## config.mk

```make
export PLATFORM = sky130hd
export DESIGN_NAME = tracker_packet_parser_responder
export DESIGN_NICKNAME = d
export VERILOG_FILES = /design/src/sv/tpp_pkg.sv /design/src/sv/tpp_parser.sv /design/src/sv/tpp_emitter.sv /design/src/sv/tracker_packet_parser_responder.sv
export VERILOG_INCLUDE_DIRS = /design/src /design/src/sv
export SDC_FILE = /design/constraint.sdc
export NUM_CORES = 1
export LEC_CHECK = 0
export ABC_CLOCK_PERIOD_IN_PS = 17100
export BUFFER_PORTS_ARGS = -buffer_cell sky130_fd_sc_hd__buf_2
export CAP_MARGIN = 20
export CORE_MARGIN = 4
export CORE_UTILIZATION = 55
export DETAILED_ROUTE_END_ITERATION = 8
export PLACE_DENSITY = 0.73
export SLEW_MARGIN = 20
export SYNTH_ARGS = -nofsm -noshare
export SYNTH_HDL_FRONTEND = slang
export SYNTH_SLANG_ARGS = --single-unit
```

## constraint.sdc

```tcl
create_clock -name clk_i -period 17.1 [get_ports clk_i]
set_input_delay 3.42 -clock clk_i [delete_from_list [all_inputs] [get_ports clk_i]]
set_output_delay 3.42 -clock clk_i [all_outputs]
set_load 0.05 [all_outputs]
```

## src/sv/tracker_packet_parser_responder_assert.svh

```systemverilog
// Assertion macros used by the tracker emitter module.
// Each check is clocked on clk_i and disabled while rst_ni is low.
`ifndef TRACKER_PACKET_PARSER_RESPONDER_ASSERT_SVH
`define TRACKER_PACKET_PARSER_RESPONDER_ASSERT_SVH

// Same-cycle implication
`define TPP_ASSERT_NOW(lbl, ante, cons, msg) \
  lbl: assert property (@(posedge clk_i) disable iff (!rst_ni) (ante) |-> (cons)) \
    else $error(msg);

// Next-cycle implication
`define TPP_ASSERT_NEXT(lbl, ante, cons, msg) \
  lbl: assert property (@(posedge clk_i) disable iff (!rst_ni) (ante) |=> (cons)) \
    else $error(msg);

`endif

```

## src/sv/tpp_pkg.sv

```systemverilog
package tpp_pkg;

  // Framing bytes
  localparam logic [7:0] StartByte = 8'h78;
  localparam logic [7:0] CrByte    = 8'h0d;
  localparam logic [7:0] LfByte    = 8'h0a;
  localparam logic [7:0] AckLen    = 8'h05;
  localparam logic [15:0] CrcInit  = 16'hffff;
  localparam logic [15:0] CrcPoly  = 16'h8408;

  // Protocol codes
  localparam logic [7:0] ProtoLogin     = 8'h01;
  localparam logic [7:0] ProtoHeartbeat = 8'h13;
  localparam logic [7:0] ProtoLocation  = 8'h12;
  localparam logic [7:0] ProtoAlarm     = 8'h16;

  // Result kinds
  localparam logic [2:0] KindAck       = 3'd0;
  localparam logic [2:0] KindLogin     = 3'd1;
  localparam logic [2:0] KindHeartbeat = 3'd2;
  localparam logic [2:0] KindLocation  = 3'd3;
  localparam logic [2:0] KindAlarm     = 3'd4;

  // Items per event: one record, plus ten ack bytes when acknowledged
  localparam logic [3:0] CntRecord  = 4'd1;
  localparam logic [3:0] CntWithAck = 4'd11;

  // One byte of CRC-16/X.25 (reflected)
  function automatic logic [15:0] crc_feed(logic [15:0] crc, logic [7:0] b);
    logic [15:0] c;
    c = crc ^ {8'h00, b};
    for (int k = 0; k < 8; k++) begin
      c = c[0] ? ((c >> 1) ^ CrcPoly) : (c >> 1);
    end
    return c;
  endfunction

  // CRC state after the constant length byte of an ack
  localparam logic [15:0] AckCrcSeed = crc_feed(CrcInit, AckLen);

  // Completed-packet event, parser to emitter
  typedef struct packed {
    logic [2:0]         kind;
    logic               has_ack;
    logic [63:0]        terminal_id;
    logic [47:0]        date_time;
    logic [7:0]         satellites;
    logic signed [31:0] latitude;
    logic signed [31:0] longitude;
    logic [7:0]         speed;
    logic               crc_ok;
    logic [7:0]         sensor_flags;
    logic [15:0]        alarm_levels;
    logic [7:0]         ack_proto;
    logic [15:0]        ack_serial;
    logic [15:0]        ack_crc;
  } event_t;

  // One result item
  typedef struct packed {
    logic [2:0]         kind;
    logic [7:0]         ack_byte;
    logic               last;
    logic [63:0]        terminal_id;
    logic [47:0]        date_time;
    logic [7:0]         satellites;
    logic signed [31:0] latitude;
    logic signed [31:0] longitude;
    logic [7:0]         speed;
    logic               crc_ok;
    logic [7:0]         sensor_flags;
    logic [15:0]        alarm_levels;
  } item_t;

endpackage

```

## src/sv/tpp_parser.sv

```systemverilog
module tpp_parser (
  input  logic               clk_i,
  input  logic               rst_ni,
  input  logic               accept_i,
  input  logic [7:0]         rx_byte_i,
  output logic               ev_valid_o,
  output tpp_pkg::event_t    ev_o
);

  // Frame phases
  localparam logic [1:0] PhHunt   = 2'd0;
  localparam logic [1:0] PhOne    = 2'd1;
  localparam logic [1:0] PhPacket = 2'd2;

  // Byte positions inside a packet
  localparam logic [5:0] PosProto     = 6'd1;
  localparam logic [5:0] PosFirst     = 6'd2;
  localparam logic [5:0] PosIdEnd     = 6'd9;
  localparam logic [5:0] PosLoginEnd  = 6'd11;
  localparam logic [5:0] PosHbSerHi   = 6'd7;
  localparam logic [5:0] PosHbEnd     = 6'd8;
  localparam logic [5:0] PosTimeEnd   = 6'd7;
  localparam logic [5:0] PosSats      = 6'd8;
  localparam logic [5:0] PosLatEnd    = 6'd12;
  localparam logic [5:0] PosLonEnd    = 6'd16;
  localparam logic [5:0] PosSpeed     = 6'd17;
  localparam logic [5:0] PosLevelHi   = 6'd30;
  localparam logic [5:0] PosLevelLo   = 6'd31;
  localparam logic [5:0] PosLocCrc    = 6'd30;
  localparam logic [5:0] PosAlarmCrc  = 6'd36;

  logic [1:0]  phase_q, phase_d;
  logic [5:0]  idx_q, idx_d;
  logic [7:0]  proto_q, proto_d;
  logic [15:0] crc_q, crc_d;
  logic [15:0] rcrc_q, rcrc_d;
  logic [15:0] serial_q, serial_d;
  logic [15:0] ack_crc_q, ack_crc_d;
  logic [63:0] id_q, id_d;
  logic [47:0] time_q, time_d;
  logic [7:0]  sats_q, sats_d;
  logic [31:0] lat_q, lat_d;
  logic [31:0] lon_q, lon_d;
  logic [7:0]  speed_q, speed_d;
  logic [15:0] levels_q, levels_d;
  logic [31:0] hlat_q, hlat_d;
  logic [31:0] hlon_q, hlon_d;
  logic [7:0]  hspeed_q, hspeed_d;
  logic [7:0]  hsensor_q, hsensor_d;

  logic        done;
  logic        alarm;
  logic        ok;
  logic [5:0]  limit;
  logic [5:0]  crc_at;
  logic [7:0]  b;

  assign b     = rx_byte_i;
  assign alarm = (proto_q == tpp_pkg::ProtoAlarm);

  // Next state for one accepted byte
  always_comb begin
    phase_d   = phase_q;
    idx_d     = idx_q;
    proto_d   = proto_q;
    crc_d     = crc_q;
    rcrc_d    = rcrc_q;
    serial_d  = serial_q;
    ack_crc_d = ack_crc_q;
    id_d      = id_q;
    time_d    = time_q;
    sats_d    = sats_q;
    lat_d     = lat_q;
    lon_d     = lon_q;
    speed_d   = speed_q;
    levels_d  = levels_q;
    hlat_d    = hlat_q;
    hlon_d    = hlon_q;
    hspeed_d  = hspeed_q;
    hsensor_d = hsensor_q;
    done      = 1'b0;
    ok        = 1'b0;
    ev_o      = '0;
    limit     = (alarm && idx_q >= PosFirst) ? PosAlarmCrc : PosLocCrc;
    crc_at    = alarm ? PosAlarmCrc : PosLocCrc;

    unique case (phase_q)
      PhHunt: begin
        if (b == tpp_pkg::StartByte) phase_d = PhOne;
      end
      PhOne: begin
        if (b == tpp_pkg::StartByte) begin
          phase_d = PhPacket;
          idx_d   = '0;
          crc_d   = tpp_pkg::CrcInit;
          rcrc_d  = '0;
        end else begin
          phase_d = PhHunt;
        end
      end
      PhPacket: begin
        if (idx_q < limit) crc_d = tpp_pkg::crc_feed(crc_q, b);

        if (idx_q == PosProto) begin
          // protocol byte: unknown codes drop the packet
          proto_d   = b;
          ack_crc_d = tpp_pkg::crc_feed(tpp_pkg::AckCrcSeed, b);
          if (b != tpp_pkg::ProtoLogin && b != tpp_pkg::ProtoHeartbeat &&
              b != tpp_pkg::ProtoLocation && b != tpp_pkg::ProtoAlarm) begin
            phase_d = PhHunt;
          end
        end else if (idx_q >= PosFirst) begin
          if (proto_q == tpp_pkg::ProtoLogin) begin
            // login: terminal id then serial number
            if (idx_q <= PosIdEnd) begin
              id_d = {id_q[55:0], b};
            end else if (idx_q <= PosLoginEnd) begin
              serial_d  = {serial_q[7:0], b};
              ack_crc_d = tpp_pkg::crc_feed(ack_crc_q, b);
            end
            if (idx_q == PosLoginEnd) begin
              done           = 1'b1;
              ev_o.kind      = tpp_pkg::KindLogin;
              ev_o.has_ack   = 1'b1;
              ev_o.terminal_id = id_q;
            end
          end else if (proto_q == tpp_pkg::ProtoHeartbeat) begin
            // heartbeat: sensor flags, then serial number
            if (idx_q == PosFirst) begin
              if (b[1]) hsensor_d = 8'd2;
              if (b[7]) hsensor_d = 8'd128;
            end else if (idx_q == PosHbSerHi || idx_q == PosHbEnd) begin
              serial_d  = {serial_q[7:0], b};
              ack_crc_d = tpp_pkg::crc_feed(ack_crc_q, b);
            end
            if (idx_q == PosHbEnd) begin
              done         = 1'b1;
              ev_o.kind    = tpp_pkg::KindHeartbeat;
              ev_o.has_ack = 1'b1;
            end
          end else begin
            // location or alarm: positional capture and CRC check
            if (idx_q <= PosTimeEnd)     time_d  = {time_q[39:0], b};
            else if (idx_q == PosSats)   sats_d  = alarm ? {4'h0, b[3:0]} : b;
            else if (idx_q <= PosLatEnd) lat_d   = {lat_q[23:0], b};
            else if (idx_q <= PosLonEnd) lon_d   = {lon_q[23:0], b};
            else if (idx_q == PosSpeed)  speed_d = b;
            if (alarm && (idx_q == PosLevelHi || idx_q == PosLevelLo)) begin
              levels_d = {levels_q[7:0], b};
            end
            if (idx_q == crc_at || idx_q == crc_at + 6'd1) begin
              rcrc_d = {rcrc_q[7:0], b};
            end
            if (idx_q == crc_at + 6'd1) begin
              done = 1'b1;
              ok   = (rcrc_d == ~crc_d);
              if (ok) begin
                hlat_d   = lat_q;
                hlon_d   = lon_q;
                hspeed_d = speed_q;
              end
              ev_o.kind         = alarm ? tpp_pkg::KindAlarm : tpp_pkg::KindLocation;
              ev_o.date_time    = time_q;
              ev_o.satellites   = sats_q;
              ev_o.crc_ok       = ok;
              ev_o.alarm_levels = alarm ? levels_d : 16'h0000;
            end
          end
        end

        if (done) begin
          phase_d = PhHunt;
          idx_d   = '0;
        end else begin
          idx_d = idx_q + 6'd1;
        end
      end
      default: phase_d = PhHunt;
    endcase

    // held values and ack fields go with every event
    ev_o.latitude     = hlat_d;
    ev_o.longitude    = hlon_d;
    ev_o.speed        = hspeed_d;
    ev_o.sensor_flags = hsensor_d;
    ev_o.ack_proto    = proto_q;
    ev_o.ack_serial   = serial_d;
    ev_o.ack_crc      = ~ack_crc_d;
  end

  assign ev_valid_o = accept_i && done;

  // State registers
  always_ff @(posedge clk_i or negedge rst_ni) begin
    if (!rst_ni) begin
      phase_q   <= PhHunt;
      idx_q     <= '0;
      proto_q   <= '0;
      crc_q     <= tpp_pkg::CrcInit;
      rcrc_q    <= '0;
      serial_q  <= '0;
      ack_crc_q <= tpp_pkg::CrcInit;
      id_q      <= '0;
      time_q    <= '0;
      sats_q    <= '0;
      lat_q     <= '0;
      lon_q     <= '0;
      speed_q   <= '0;
      levels_q  <= '0;
      hlat_q    <= '0;
      hlon_q    <= '0;
      hspeed_q  <= '0;
      hsensor_q <= '0;
    end else if (accept_i) begin
      phase_q   <= phase_d;
      idx_q     <= idx_d;
      proto_q   <= proto_d;
      crc_q     <= crc_d;
      rcrc_q    <= rcrc_d;
      serial_q  <= serial_d;
      ack_crc_q <= ack_crc_d;
      id_q      <= id_d;
      time_q    <= time_d;
      sats_q    <= sats_d;
      lat_q     <= lat_d;
      lon_q     <= lon_d;
      speed_q   <= speed_d;
      levels_q  <= levels_d;
      hlat_q    <= hlat_d;
      hlon_q    <= hlon_d;
      hspeed_q  <= hspeed_d;
      hsensor_q <= hsensor_d;
    end
  end

endmodule

```

## src/sv/tpp_emitter.sv

```systemverilog
`include "tracker_packet_parser_responder_assert.svh"

module tpp_emitter (
  input  logic               clk_i,
  input  logic               rst_ni,
  input  logic               ev_valid_i,
  input  tpp_pkg::event_t    ev_i,
  output logic               ev_ready_o,
  output logic               out_valid_o,
  input  logic               out_ready_i,
  output tpp_pkg::item_t     out_o
);

  tpp_pkg::event_t ev_q, ev_d;
  tpp_pkg::item_t  out_q, out_d;
  tpp_pkg::item_t  item;
  logic [3:0]      cnt_q, cnt_d;
  logic [3:0]      pos_q, pos_d;
  logic            out_valid_q, out_valid_d;
  logic            can_load;
  logic [7:0]      ack_byte;

  assign can_load   = !out_valid_q || out_ready_i;
  assign ev_ready_o = (cnt_q == 4'd0) || (cnt_q == 4'd1 && can_load);

  // Ack frame byte at the current position (record is position 0)
  always_comb begin
    unique case (pos_q)
      4'd1:    ack_byte = tpp_pkg::StartByte;
      4'd2:    ack_byte = tpp_pkg::StartByte;
      4'd3:    ack_byte = tpp_pkg::AckLen;
      4'd4:    ack_byte = ev_q.ack_proto;
      4'd5:    ack_byte = ev_q.ack_serial[15:8];
      4'd6:    ack_byte = ev_q.ack_serial[7:0];
      4'd7:    ack_byte = ev_q.ack_crc[15:8];
      4'd8:    ack_byte = ev_q.ack_crc[7:0];
      4'd9:    ack_byte = tpp_pkg::CrByte;
      4'd10:   ack_byte = tpp_pkg::LfByte;
      default: ack_byte = 8'h00;
    endcase
  end

  // Item built from the held event
  always_comb begin
    item      = '0;
    item.last = (cnt_q == 4'd1);
    if (pos_q == 4'd0) begin
      item.kind         = ev_q.kind;
      item.terminal_id  = ev_q.terminal_id;
      item.date_time    = ev_q.date_time;
      item.satellites   = ev_q.satellites;
      item.latitude     = ev_q.latitude;
      item.longitude    = ev_q.longitude;
      item.speed        = ev_q.speed;
      item.crc_ok       = ev_q.crc_ok;
      item.sensor_flags = ev_q.sensor_flags;
      item.alarm_levels = ev_q.alarm_levels;
    end else begin
      item.kind     = tpp_pkg::KindAck;
      item.ack_byte = ack_byte;
    end
  end

  // Sequencing: drain the held event into the output register
  always_comb begin
    ev_d        = ev_q;
    cnt_d       = cnt_q;
    pos_d       = pos_q;
    out_d       = out_q;
    out_valid_d = out_valid_q;
    if (can_load) begin
      if (cnt_q != 4'd0) begin
        out_d       = item;
        out_valid_d = 1'b1;
        cnt_d       = cnt_q - 4'd1;
        pos_d       = pos_q + 4'd1;
      end else begin
        out_valid_d = 1'b0;
      end
    end
    if (ev_valid_i) begin
      ev_d  = ev_i;
      cnt_d = ev_i.has_ack ? tpp_pkg::CntWithAck : tpp_pkg::CntRecord;
      pos_d = 4'd0;
    end
  end

  always_ff @(posedge clk_i or negedge rst_ni) begin
    if (!rst_ni) begin
      cnt_q       <= '0;
      pos_q       <= '0;
      out_valid_q <= 1'b0;
    end else begin
      cnt_q       <= cnt_d;
      pos_q       <= pos_d;
      out_valid_q <= out_valid_d;
    end
  end

  // Payload registers
  always_ff @(posedge clk_i) begin
    ev_q  <= ev_d;
    out_q <= out_d;
  end

  assign out_valid_o = out_valid_q;
  assign out_o       = out_q;

  `TPP_ASSERT_NOW(a_no_overwrite, ev_valid_i, cnt_q == 4'd0 || (cnt_q == 4'd1 && can_load), "event overwrote pending items")
  `TPP_ASSERT_NOW(a_cnt_range, 1'b1, cnt_q <= tpp_pkg::CntWithAck, "item count out of range")
  `TPP_ASSERT_NOW(a_pos_loc_last, out_valid_q && (out_q.kind == tpp_pkg::KindLocation || out_q.kind == tpp_pkg::KindAlarm), out_q.last, "position record not last")
  `TPP_ASSERT_NEXT(a_drain_idle, out_valid_q && out_ready_i && cnt_q == 4'd0 && !ev_valid_i, !out_valid_q, "output valid without pending item")

endmodule

```

## src/sv/tracker_packet_parser_responder.sv

```systemverilog
// Tracker packet parser and responder.
// Slave stream: one received byte per item in s_axis_tdata_i[7:0]. The parser hunts
// for the 0x78 0x78 start pair, tracks the CRC-16/X.25 and captures fields.
// Master stream: result items. tuser carries the kind (ack byte, login, heartbeat,
// location, alarm); tlast marks the final item caused by one input byte.
// Login and heartbeat packets give a record followed by a 10-byte acknowledge
// (11 items); location and alarm packets give one record with a CRC verdict.
// The byte that completes a packet loads the event register; its result then goes
// to the output register.
// Throughput: one byte per cycle while tready is high. The emitter holds one pending
// event; tready drops while more than one item of an earlier event is to be sent,
// or while its last item waits on a full output register, so ack bursts stall input.
// A stalled receiver holds the output register; input keeps flowing until a
// second event would be needed.
// Reset (asynchronous, active low) returns to hunting for a start pair and clears
// held position, speed and sensor flags; the output stream is empty.
module tracker_packet_parser_responder (
  input  logic         clk_i,
  input  logic         rst_ni,
  input  logic         s_axis_tvalid_i,
  output logic         s_axis_tready_o,
  input  logic [7:0]   s_axis_tdata_i,   // [7:0] rx_byte
  output logic         m_axis_tvalid_o,
  input  logic         m_axis_tready_i,
  // [7:0] ack_byte, [71:8] terminal_id, [119:72] date_time, [127:120] satellites,
  // [159:128] latitude, [191:160] longitude, [199:192] speed, [200] crc_ok,
  // [208:201] sensor_flags, [224:209] alarm_levels, [231:225] zero
  output logic [231:0] m_axis_tdata_o,
  output logic [2:0]   m_axis_tuser_o,   // [2:0] out_kind
  output logic         m_axis_tlast_o    // last item for the input byte
);

  logic            accept;
  logic            ev_valid;
  logic            ev_ready;
  tpp_pkg::event_t ev;
  tpp_pkg::item_t  item;

  assign accept          = s_axis_tvalid_i && ev_ready;
  assign s_axis_tready_o = ev_ready;

  tpp_parser u_parser (
    .clk_i      (clk_i),
    .rst_ni     (rst_ni),
    .accept_i   (accept),
    .rx_byte_i  (s_axis_tdata_i),
    .ev_valid_o (ev_valid),
    .ev_o       (ev)
  );

  tpp_emitter u_emitter (
    .clk_i       (clk_i),
    .rst_ni      (rst_ni),
    .ev_valid_i  (ev_valid),
    .ev_i        (ev),
    .ev_ready_o  (ev_ready),
    .out_valid_o (m_axis_tvalid_o),
    .out_ready_i (m_axis_tready_i),
    .out_o       (item)
  );

  // Output packing
  assign m_axis_tuser_o = item.kind;
  assign m_axis_tlast_o = item.last;
  assign m_axis_tdata_o = {7'h00, item.alarm_levels, item.sensor_flags, item.crc_ok,
                           item.speed, item.longitude, item.latitude, item.satellites,
                           item.date_time, item.terminal_id, item.ack_byte};

endmodule

```

=== Word level (Yosys, flattened, before mapping) ===
Index checks and enable logic that the tools add are counted.

* Register bits: 866
* Bits of input ports: 12
* Output and inout bits: 238

* $add $sub $neg: 4
* Magnitude comparators: 7
* Equal/unequal tests: 40
* Mux-type cells: 132
* Bitwise operators: 41
* Reductions and logical operators: 39

{| class="wikitable"
|+ Operator list
! cell !! count
|-
| 2-to-1 mux 16 bit || 57
|-
| 2-to-1 mux 32 bit || 14
|-
| 2-to-1 mux 121 bit || 3
|-
| 2-to-1 mux 56 bit || 3
|-
| 2-to-1 mux 8 bit || 16
|-
| inverter 2 -> 3 bit || 24
|-
| case mux 8 bit (9 select lines) || 1
|-
| 2-to-1 mux 66 bit || 1
|-
| 2-to-1 mux 64 bit || 1
|-
| case mux 16 bit (2 select lines) || 2
|-
| 2-to-1 mux 4 bit || 8
|-
| inverter 16 bit || 2
|-
| bitwise XOR 16 x 8 -> 16 bit || 2
|-
| 2-to-1 mux 6 bit || 4
|-
| != test 8 x 5 -> 1 bit (second input constant) || 3
|-
| equality test 6 x 5 -> 1 bit (second input constant) || 3
|-
| less-or-equal comparator 6 x 4 -> 1 bit (second input constant) || 3
|-
| equality test 16 bit || 1
|-
| equality test 4 x 3 -> 1 bit (second input constant) || 4
|-
| equality test 8 x 5 -> 1 bit (second input constant) || 2
|-
| AND reduction 7 bit || 2
|-
| adder 6 x 1 -> 6 bit (second input constant) || 2
|-
| equality test 4 bit (second input constant) || 3
|-
| equality test 6 x 4 -> 1 bit (second input constant) || 2
|-
| other kinds (47) || 100
|}

=== Logic depth before layout (Yosys ltp) ===
Gate-level depths: netlist of run 1.

* Depth in word-level cells: 28
* Depth in mapped cells: 15
* Gate-level depth less buffers: 13

=== Hierarchy ===
From an unflattened synthesis of run 1, not the netlist that was laid out.

* Cells, all modules: 2,395
* Area, all modules: 36,212.2 um^2

{| class="wikitable"
|+ By module, submodules not included
! module !! times used !! cells an instance !! area an instance (um^2) !! sequential area each (um^2)
|-
| tpp_parser || 1 || 1,528 || 18,956.9 || 9,248.9
|-
| tpp_emitter || 1 || 858 || 17,192.7 || 14,909.3
|-
| tracker_packet_parser_responder || 1 || 9 || 62.6 || 0.0
|}

=== Least setup slack after synthesis of run 1 ===
No wires, ideal clock.

* Path kind: in2reg
* From: in m_axis_tready_i
* To: reg u_emitter.cnt_q[3]
* Setup time: 0.078 ns
* Arrival: 17.854 ns
* Path slack: -0.831 ns
* Stages: 11
* Buffers on the path: 2
* Cell sequence: nand2b_1 a21oi_1 nor3_1 and2_1 clkbuf_1 nand2_1 clkbuf_1 nor2_1 or2_2 a21oi_1 a21oi_1

* Word-level cells in the longest chain between the ends: 7
* Elaborated cells between the ends (all ways): 9
* Classes of those cells: mux: 1; reduce/logical: 8

{| class="wikitable"
|+ Ends and longest elaborated chain
! what !! line !! RTL
|-
| start, declared || tracker_packet_parser_responder.sv:24 || <nowiki>input logic m_axis_tready_i,</nowiki>
|-
| logical OR 1 bit (*) || tpp_emitter.sv:23 || <nowiki>assign can_load = !out_valid_q || out_ready_i;</nowiki>
|-
| logical AND 1 bit (*) || tpp_emitter.sv:24 || <nowiki>assign ev_ready_o = (cnt_q == 4'd0) || (cnt_q == 4'd1 && can_load);</nowiki>
|-
| logical OR 1 bit (*) || tpp_emitter.sv:24 ||
|-
| via s_axis_tready_o || tracker_packet_parser_responder.sv:21 || <nowiki>output logic s_axis_tready_o,</nowiki>
|-
| logical AND 1 bit (*) || tracker_packet_parser_responder.sv:39 || <nowiki>assign accept = s_axis_tvalid_i && ev_ready;</nowiki>
|-
| logical AND 1 bit (*) || tpp_parser.sv:191 || <nowiki>assign ev_valid_o = accept_i && done;</nowiki>
|-
| via ev_valid || tracker_packet_parser_responder.sv:34 || <nowiki>logic ev_valid;</nowiki>
|-
| nonzero test 2 bit (no line) || n/a ||
|-
| AND reduction 2 bit (no line) || n/a ||
|-
| end signal, assigned || tpp_emitter.sv:94 || <nowiki>cnt_q <= cnt_d;</nowiki>
|-
| end, declared || tpp_emitter.sv:17 || <nowiki>logic [3:0] cnt_q, cnt_d;</nowiki>
|}

The timed path passes the listed nets; every way through them passes the cells marked *.
A chain may end at the register's enable or synchronous reset.

=== Worst setup path in the final report of run 1 ===
* From: in m_axis_tready_i
* To: out s_axis_tready_o

* Word-level cells in the longest chain between the ends: 3

{| class="wikitable"
|+ Ends and longest elaborated chain
! what !! line
|-
| logical OR 1 bit || tpp_emitter.sv:23
|-
| logical AND 1 bit || tpp_emitter.sv:24
|-
| logical OR 1 bit || tpp_emitter.sv:24
|-
| end, declared || tracker_packet_parser_responder.sv:21
|}

Every way passes these cells.

==> results of run 1 <==
==> synthesized netlist by cell type (10+ instances only) <==
library cell and count:
xor2_1 28, and2_1 346, a21oi_1 40, a22o_1 27, nor3_1 14, clkbuf_1 106
mux2_2 289, xnor2_1 48, nand2_1 127, edfxtp_1 489, o22ai_1 10, nand3_1 27
o32a_1 14, buf_6 15, nor2b_1 19, nor2_1 70, dfstp_2 32, ha_1 12
inv_1 16, mux2i_1 46, dfrtp_1 344, mux2_1 79, o21ai_0 45
==> metal layers <==
| layer | vias up | part of all wire (%) | global-route usage [%] |
|---|---|---|---|
| met3 | 129 | 4.7 | 3.017 |
| li1 | 8925 | - | - |
| met2 | 468 | 50 | 35.14 |
| met1 | 9774 | 42 | 28.66 |
| met4 | 2 | 2.7 | 7.133 |
| met5 | - | 0.018 | 0 |
==> cells by family (layout without fill, tap and decap cells) <==
| kind of cell | after synthesis | in the layout |
|---|---|---|
| compound gates | 204 | 204 |
| xor+xnor | 78 | 78 |
| fa+ha+maj | 12 | 12 |
| buf+inv | 160 | 455 |
| flops | 865 | 865 |
| mux | 414 | 414 |
| other cells | 1 | 7 |
| simple gates | 644 | 644 |
==> area by class of cell <==
type / count / area (um2)
multi-input combinational: 1359 / 10510
fill: 4611 / 23050
tap: 846 / 1059
sequential: 865 / 24130
clock inverter: 37 / 445.4
timing repair buffer: 273 / 1503
inverter: 17 / 63.81
clock buffer: 128 / 2547
==> power breakdown <==
part / internal (mW) / leakage (nW) / switching [mW] / total (mW)
Clock: 1.16 / 1.47 / 0.790 / 1.95
Sequential: 2.38 / 9.98 / 0.0600 / 2.44
Combinational: 0.187 / 6.06 / 0.720 / 0.907
Total: 3.73 / 17.5 / 1.57 / 5.30
==> sequential cells by signal (all words and copies together), names as in the netlist, 32 cells and up <==
name             cells
u_emitter.ev_q     260
u_parser.hlat_q     32
u_parser.id_q       64
u_emitter.out_o    229
u_parser.hlon_q     32
u_parser.time_q     48
u_parser.lat_q      32
u_parser.lon_q      32
==> through the flow <==
stage	cell area (um2)	hold WS, ps
floorplan	35330	440.1
global placement	37200	451.4
detailed placement	37230	458.0
CTS	40230	473.3
global route	40260	493.0
finish	40260	472.3
==> tightest hold or removal path, delay by kind of cell, from the launching register on <==
kind	cells	cell delay, ps
flip-flops	1	340
AND/OR/NAND/NOR	2	100
==> worst paths after layout <==
path | startpoint | endpoint | slack [ps] | cells past startpoint
max | m_axis_tready_i | s_axis_tready_o | 9350 | 5
min | u_parser.serial_q[8] | u_parser.serial_q[8] | 470 | 2
max reg2reg | u_parser.proto_q[3] | u_emitter.ev_q[109] | 11640 | 14
min reg2reg | u_parser.serial_q[8] | u_parser.serial_q[8] | 470 | 2
max in group asynchronous | rst_ni | u_parser.id_q[14] | 12090 | 3
min in group asynchronous | rst_ni | u_parser.hlon_q[28] | 2840 | 1
==> results.py, run 1 <==
metrics = {
    "worst_setup_path": {
        "critPathArrivalTime_ps": 4330,
        "critPathLaunchType": "input pin",
        "path_common_cell": "buf_2",
        "cp_top_family": "buffers and inverters",
        "cp-end-kind": "output pin",
        "crit_slowest_cell": "buf_2",
        "cp_cell_sequence": "buf_2 -> nand2b_1 -> a21oi_1 -> nor3_1 -> buf_2",
        "critPathMaxStageDelay_ps": 340,
        "worstPathMaxFanout": 3,
        "worst-path-buf-inv": 2,
        "path_class": "in -> out",
        "crit_required_ps": 13680,
    },
    "place": {
        "port_buffers": 242,
        "pre_cts_slack_ps": 9358,
        "gp_congestion": 0.8553,
        "dp_hpwl_um": 44180,
        "dp.cells": 3359,
    },
    "yosys": {
        "yosysTopAreaCell": "edfxtp_1",
        "syn_area_per_cell_um2": 14.85,
        "synth_area_leaders": "edfxtp_1, dfrtp_1, mux2_2",
        "synth.distinct_cells": 71,
        "synth_top_family_by_area": "multiplexers",
        "synth_compound_area_share_pct": 4.008,
        "yosys.area_share.adder_pct": 0.4253,
        "synth_ff_type": "edfxtp_1",
        "syn-instance-count": 2378,
        "synthMuxAreaShare_pct": 13.04,
        "ys_ff_latch": 865,
        "synth_top_area_share_pct": 41.59,
        "ys_seq_area_share_pct": 68.36,
        "yosys.area_share.simple_pct": 10.06,
        "async_flop_share_pct": 43.47,
        "yosysWarnings": 0,
        "syn-cell-area_um2": 35310,
        "synth_xor_area_share_pct": 1.978,
        "synth-edff-count": 489,
    },
    "timing": {
        "fin_skew_ps": 24.27,
        "fin_crit_ps": 7750,
        "finalMaxSlewViolations": 0,
        "slew_headroom_pct": 20.03,
        "layout_setup_ws_ps": 9350,
        "finalCritPeriodShare_pct": 45.32,
        "setup_violations": 0,
        "rsz0062_at_grt": "no",
        "tns_ps": 0,
        "max_freq_mhz": 129.0,
        "tightest_slew_ps": 1189,
        "timing.final.hold_violations": 0,
    },
    "floorplanning": {
        "core_area_um2": 63310,
        "dieWidth_um": 261.4,
        "initial_core_util_pct": 55.76,
        "die_y_um": 261.4,
        "num_rows": 92,
        "io_pins": 250,
        "dieArea_um2": 68310,
    },
    "clock_tree": {
        "cts_buffers": 88,
        "cts_tree": "built",
        "cts_max_level": 3,
        "cts_setup_buffers": 0,
        "cts_hold_buffers": 0,
        "cts_sinks": 865,
        "clk_latency_ps": 630,
        "cts.root.buffer_cell": "clkbuf_16",
        "cts-resized-gates": 0,
        "cts_buffer_depth": 3,
        "path_clk_slew_ps": 60,
    },
    "global_routing": {
        "antenna_found_initial": 1,
        "grt_pass1_wl_um": 112100,
        "grt_overflow": 0,
        "grt_usage_pct": 21.00,
        "grt_max_degree": 193,
        "grt_pass1_vias": 19450,
    },
    "hold_path": {
        "min_path_type": "reg -> reg",
    },
    "pwr": {
        "p_per_area_nw_per_um2": 131.6,
        "finalPower_mw": 5.296,
        "leakagePower_nw": 17.51,
        "vdd_drop_max_v": 0.00009233,
    },
    "job": {
        "drv_cap": 0,
    },
    "layout": {
        "layout-drive-gt1-share_pct": 28.11,
        "post-route-util_pct": 63.59,
        "syn_to_final_growth_pct": 14.03,
        "layout_common_cells": "edfxtp_1, and2_1, dfrtp_1",
        "final_nets": 2628,
        "antenna_cells": 0,
        "stdcell_count": 3525,
        "final_common_cell": "edfxtp_1",
    },
    "routing": {
        "wire_per_inst_um": 20.32,
        "drt_iter0_drc": 1495,
        "drc_errors": 0,
        "routed_wl_um": 71640,
        "via_count": 19300,
        "final_antenna_net_count": 0,
        "drt_pre_antenna_iters": 5,
        "vias_per_cell": 5.475,
    },
    "run_status": {
        "status": "complete, no violations",
    },
}
(Power assumes the default switching activity.)
==> run 2, diff against run 1 <==
Settings changed: ABC_AREA set to 1, ABC_CLOCK_PERIOD_IN_PS 17100 to 7700.
Clock period 17.1 ns to 7.7 ns, I/O delays scaled along.
==> results.py, run 2 <==
metrics = {
    "clock_tree": {
        "cts_buffer_depth": 3,
        "cts_buffers": 86,
        "cts_setup_buffers": 0,
        "cts.root.buffer_cell": "clkbuf_16",
        "cts-resized-gates": 0,
        "cts_max_level": 3,
        "cts_tree": "built",
        "cts_sinks": 866,
        "path_clk_slew_ps": 60,
        "clk_latency_ps": 640,
        "cts_hold_buffers": 0,
    },
    "yosys": {
        "async_flop_share_pct": 43.53,
        "ys_ff_latch": 866,
        "synth_compound_area_share_pct": 5.884,
        "yosysTopAreaCell": "edfxtp_1",
        "synthMuxAreaShare_pct": 0.7726,
        "yosys.area_share.adder_pct": 0.4139,
        "synth_ff_type": "edfxtp_1",
        "synth_xor_area_share_pct": 1.087,
        "synth_most_common_cell": "nand2_1",
        "ys_seq_area_share_pct": 66.60,
        "syn-instance-count": 3508,
        "yosys.area_share.simple_pct": 17.82,
        "synth.distinct_cells": 49,
        "synth_area_leaders": "edfxtp_1, dfrtp_1, nand2_1",
        "syn_area_per_cell_um2": 10.34,
        "synthTopCellsByCount": "nand2_1, inv_1, edfxtp_1, nor2_1, dfrtp_1",
        "yosysWarnings": 0,
        "synth_top_family_by_area": "simple AND/OR/NAND/NOR gates",
        "synth-edff-count": 489,
        "synth_top_area_share_pct": 40.48,
        "syn-cell-area_um2": 36270,
    },
    "worst_setup_path": {
        "path_class": "in -> reg",
        "critPathArrivalTime_ps": 4990,
        "cp-startpoint": "s_axis_tdata_i[3]",
        "critPathLaunchType": "input pin",
        "cp-end-kind": "flop",
        "crit_required_ps": 8190,
        "reg2reg_from": "u_parser.idx_q[2]",
        "reg2reg_depth": 16,
        "worstPathMaxFanout": 96,
    },
    "layout": {
        "stdcell_count": 4619,
        "layout-drive-gt1-share_pct": 16.76,
        "fin_area_um2": 41030,
        "final_common_cell": "nand2_1",
        "largest_reg_flops": 260,
        "regMostFlops": "u_emitter.ev_q",
        "antenna_cells": 0,
        "layout_common_cells": "nand2_1, edfxtp_1, inv_1",
        "fillers": 5119,
        "final_nets": 3714,
        "syn_to_final_growth_pct": 13.10,
    },
    "global_routing": {
        "grt_max_degree": 186,
        "grt_overflow": 0,
        "grt_usage_pct": 22.75,
        "grt_pass1_vias": 23300,
        "antenna_found_initial": 2,
        "grt_pass1_wl_um": 128500,
    },
    "timing": {
        "tns_ps": 0,
        "finalCritPeriodShare_pct": 58.50,
        "setup_violations": 0,
        "rsz0062_at_grt": "no",
        "timing.final.hold_violations": 0,
        "finalMaxSlewViolations": 0,
        "fin_skew_ps": 36.03,
        "slew_headroom_pct": 7.743,
        "tightest_slew_ps": 1384,
        "max_freq_mhz": 222.0,
        "fin_crit_ps": 4504,
        "layout_setup_ws_ps": 3196,
    },
    "routing": {
        "routed_wl_um": 80660,
        "vias_per_cell": 5.245,
        "drt_pre_antenna_iters": 8,
        "drc_errors": 0,
        "wire_per_inst_um": 17.46,
        "via_count": 24230,
        "final_antenna_net_count": 0,
        "drt_iter0_drc": 2512,
    },
    "hold_path": {
        "whs_path_depth": 2,
        "hold_start": "u_parser.hsensor_q[5]",
        "min_path_type": "reg -> reg",
    },
    "place": {
        "dp.cells": 4457,
        "dp_hpwl_um": 49630,
        "gp_congestion": 0.8978,
        "pre_cts_slack_ps": 2302,
        "port_buffers": 242,
        "place_area_um2": 38070,
    },
    "floorplanning": {
        "io_pins": 250,
        "initial_core_util_pct": 55.97,
        "dieArea_um2": 70130,
        "core_area_um2": 64810,
        "die_y_um": 264.8,
        "dieWidth_um": 264.8,
        "num_rows": 93,
    },
    "pwr": {
        "vdd_drop_max_v": 0.0002919,
        "leakagePower_nw": 18.43,
        "finalPower_mw": 14.22,
        "p_per_area_nw_per_um2": 346.7,
    },
    "run_status": {
        "status": "complete, no violations",
    },
    "job": {
        "drv_cap": 0,
    },
}
## run 2: changes by cell type after synthesis, sizes merged, moves of 25 or more
cell	previous run	this run
nand4	6	83
o21ai	48	262
inv	16	494
mux2	368	24
mux2i	46	1
and2	346	2
nand2	129	861
a22o	27	2
nand3	28	93
xnor2	48	16
nor2	70	436
## run 2: cell families after synthesis
| logic type | count (synthesis) |
|---|---|
| AND/OR/NAND/NOR | 1497 |
| adder cells (fa/ha/maj) | 12 |
| XOR/XNOR | 45 |
| buffers and inverters | 679 |
| other | 1 |
| AO/OA/AOI/OAI | 383 |
| multiplexers | 25 |
| flip-flops | 866 |
## run 2: critical path, cell delays in order
cell and delay, ps:
buf_2 190, inv_1 290, nor2_1 240, nand4_1 140
nand3b_1 250, o21ai_2 610, o21ai_0 350, nor2_4 600
nand2_2 80, buf_4 400, nand2_1 150, o21ai_0 100
## run 2: worst paths after layout
path | end | slack [ps]
setup / recovery | u_parser.time_q[25] | 3200
hold / removal | u_parser.hsensor_q[5] | 470
setup reg to reg | u_emitter.ev_q[115] | 3230
hold reg to reg | u_parser.hsensor_q[5] | 470
max in group asynchronous | u_parser.id_q[40] | 5370
min in group asynchronous | u_parser.hlon_q[22] | 900
## run 2: where the power goes
part           total (mW)  internal, mW  switching [mW]
Clock                4.30          2.52            1.78
Combinational        3.87         0.661            3.21
Sequential           6.05          5.79           0.265
Total                14.2          8.97            5.26
## run 2: routing by layer
layer | GRT usage [%] | part of all wire (%) | vias up
li1 | - | - | 11650
met1 | 33.12 | 44 | 11680
met2 | 36.28 | 47 | 768
met3 | 4.000 | 6.9 | 124
met4 | 5.511 | 1.9 | 4
met5 | 0 | 0.032 | -
## run 2: cell type report
| type | count | area [um2] | share of cell area [%] |
|---|---|---|---|
| flip-flops and latches | 866 | 24160 | 58.89 |
| well taps | 855 | 1070 | 2.608 |
| clock inverters | 32 | 431.7 | 1.052 |
| repair buffers | 271 | 1489 | 3.629 |
| inverters | 496 | 1874 | 4.569 |
| multi-input cells | 1969 | 9484 | 23.12 |
| clock buffers | 130 | 2519 | 6.139 |
## run 2: per-stage QoR
| stage | hold slack [ps] | util, % |
|---|---|---|
| floorplan | 436.1 | - |
| global placement | 449.3 | 58.72 |
| detailed placement | 452.2 | 58.74 |
| CTS | 468.3 | 63.29 |
| global route | 484.1 | 63.30 |
| finish | 466.6 | 63.30 |
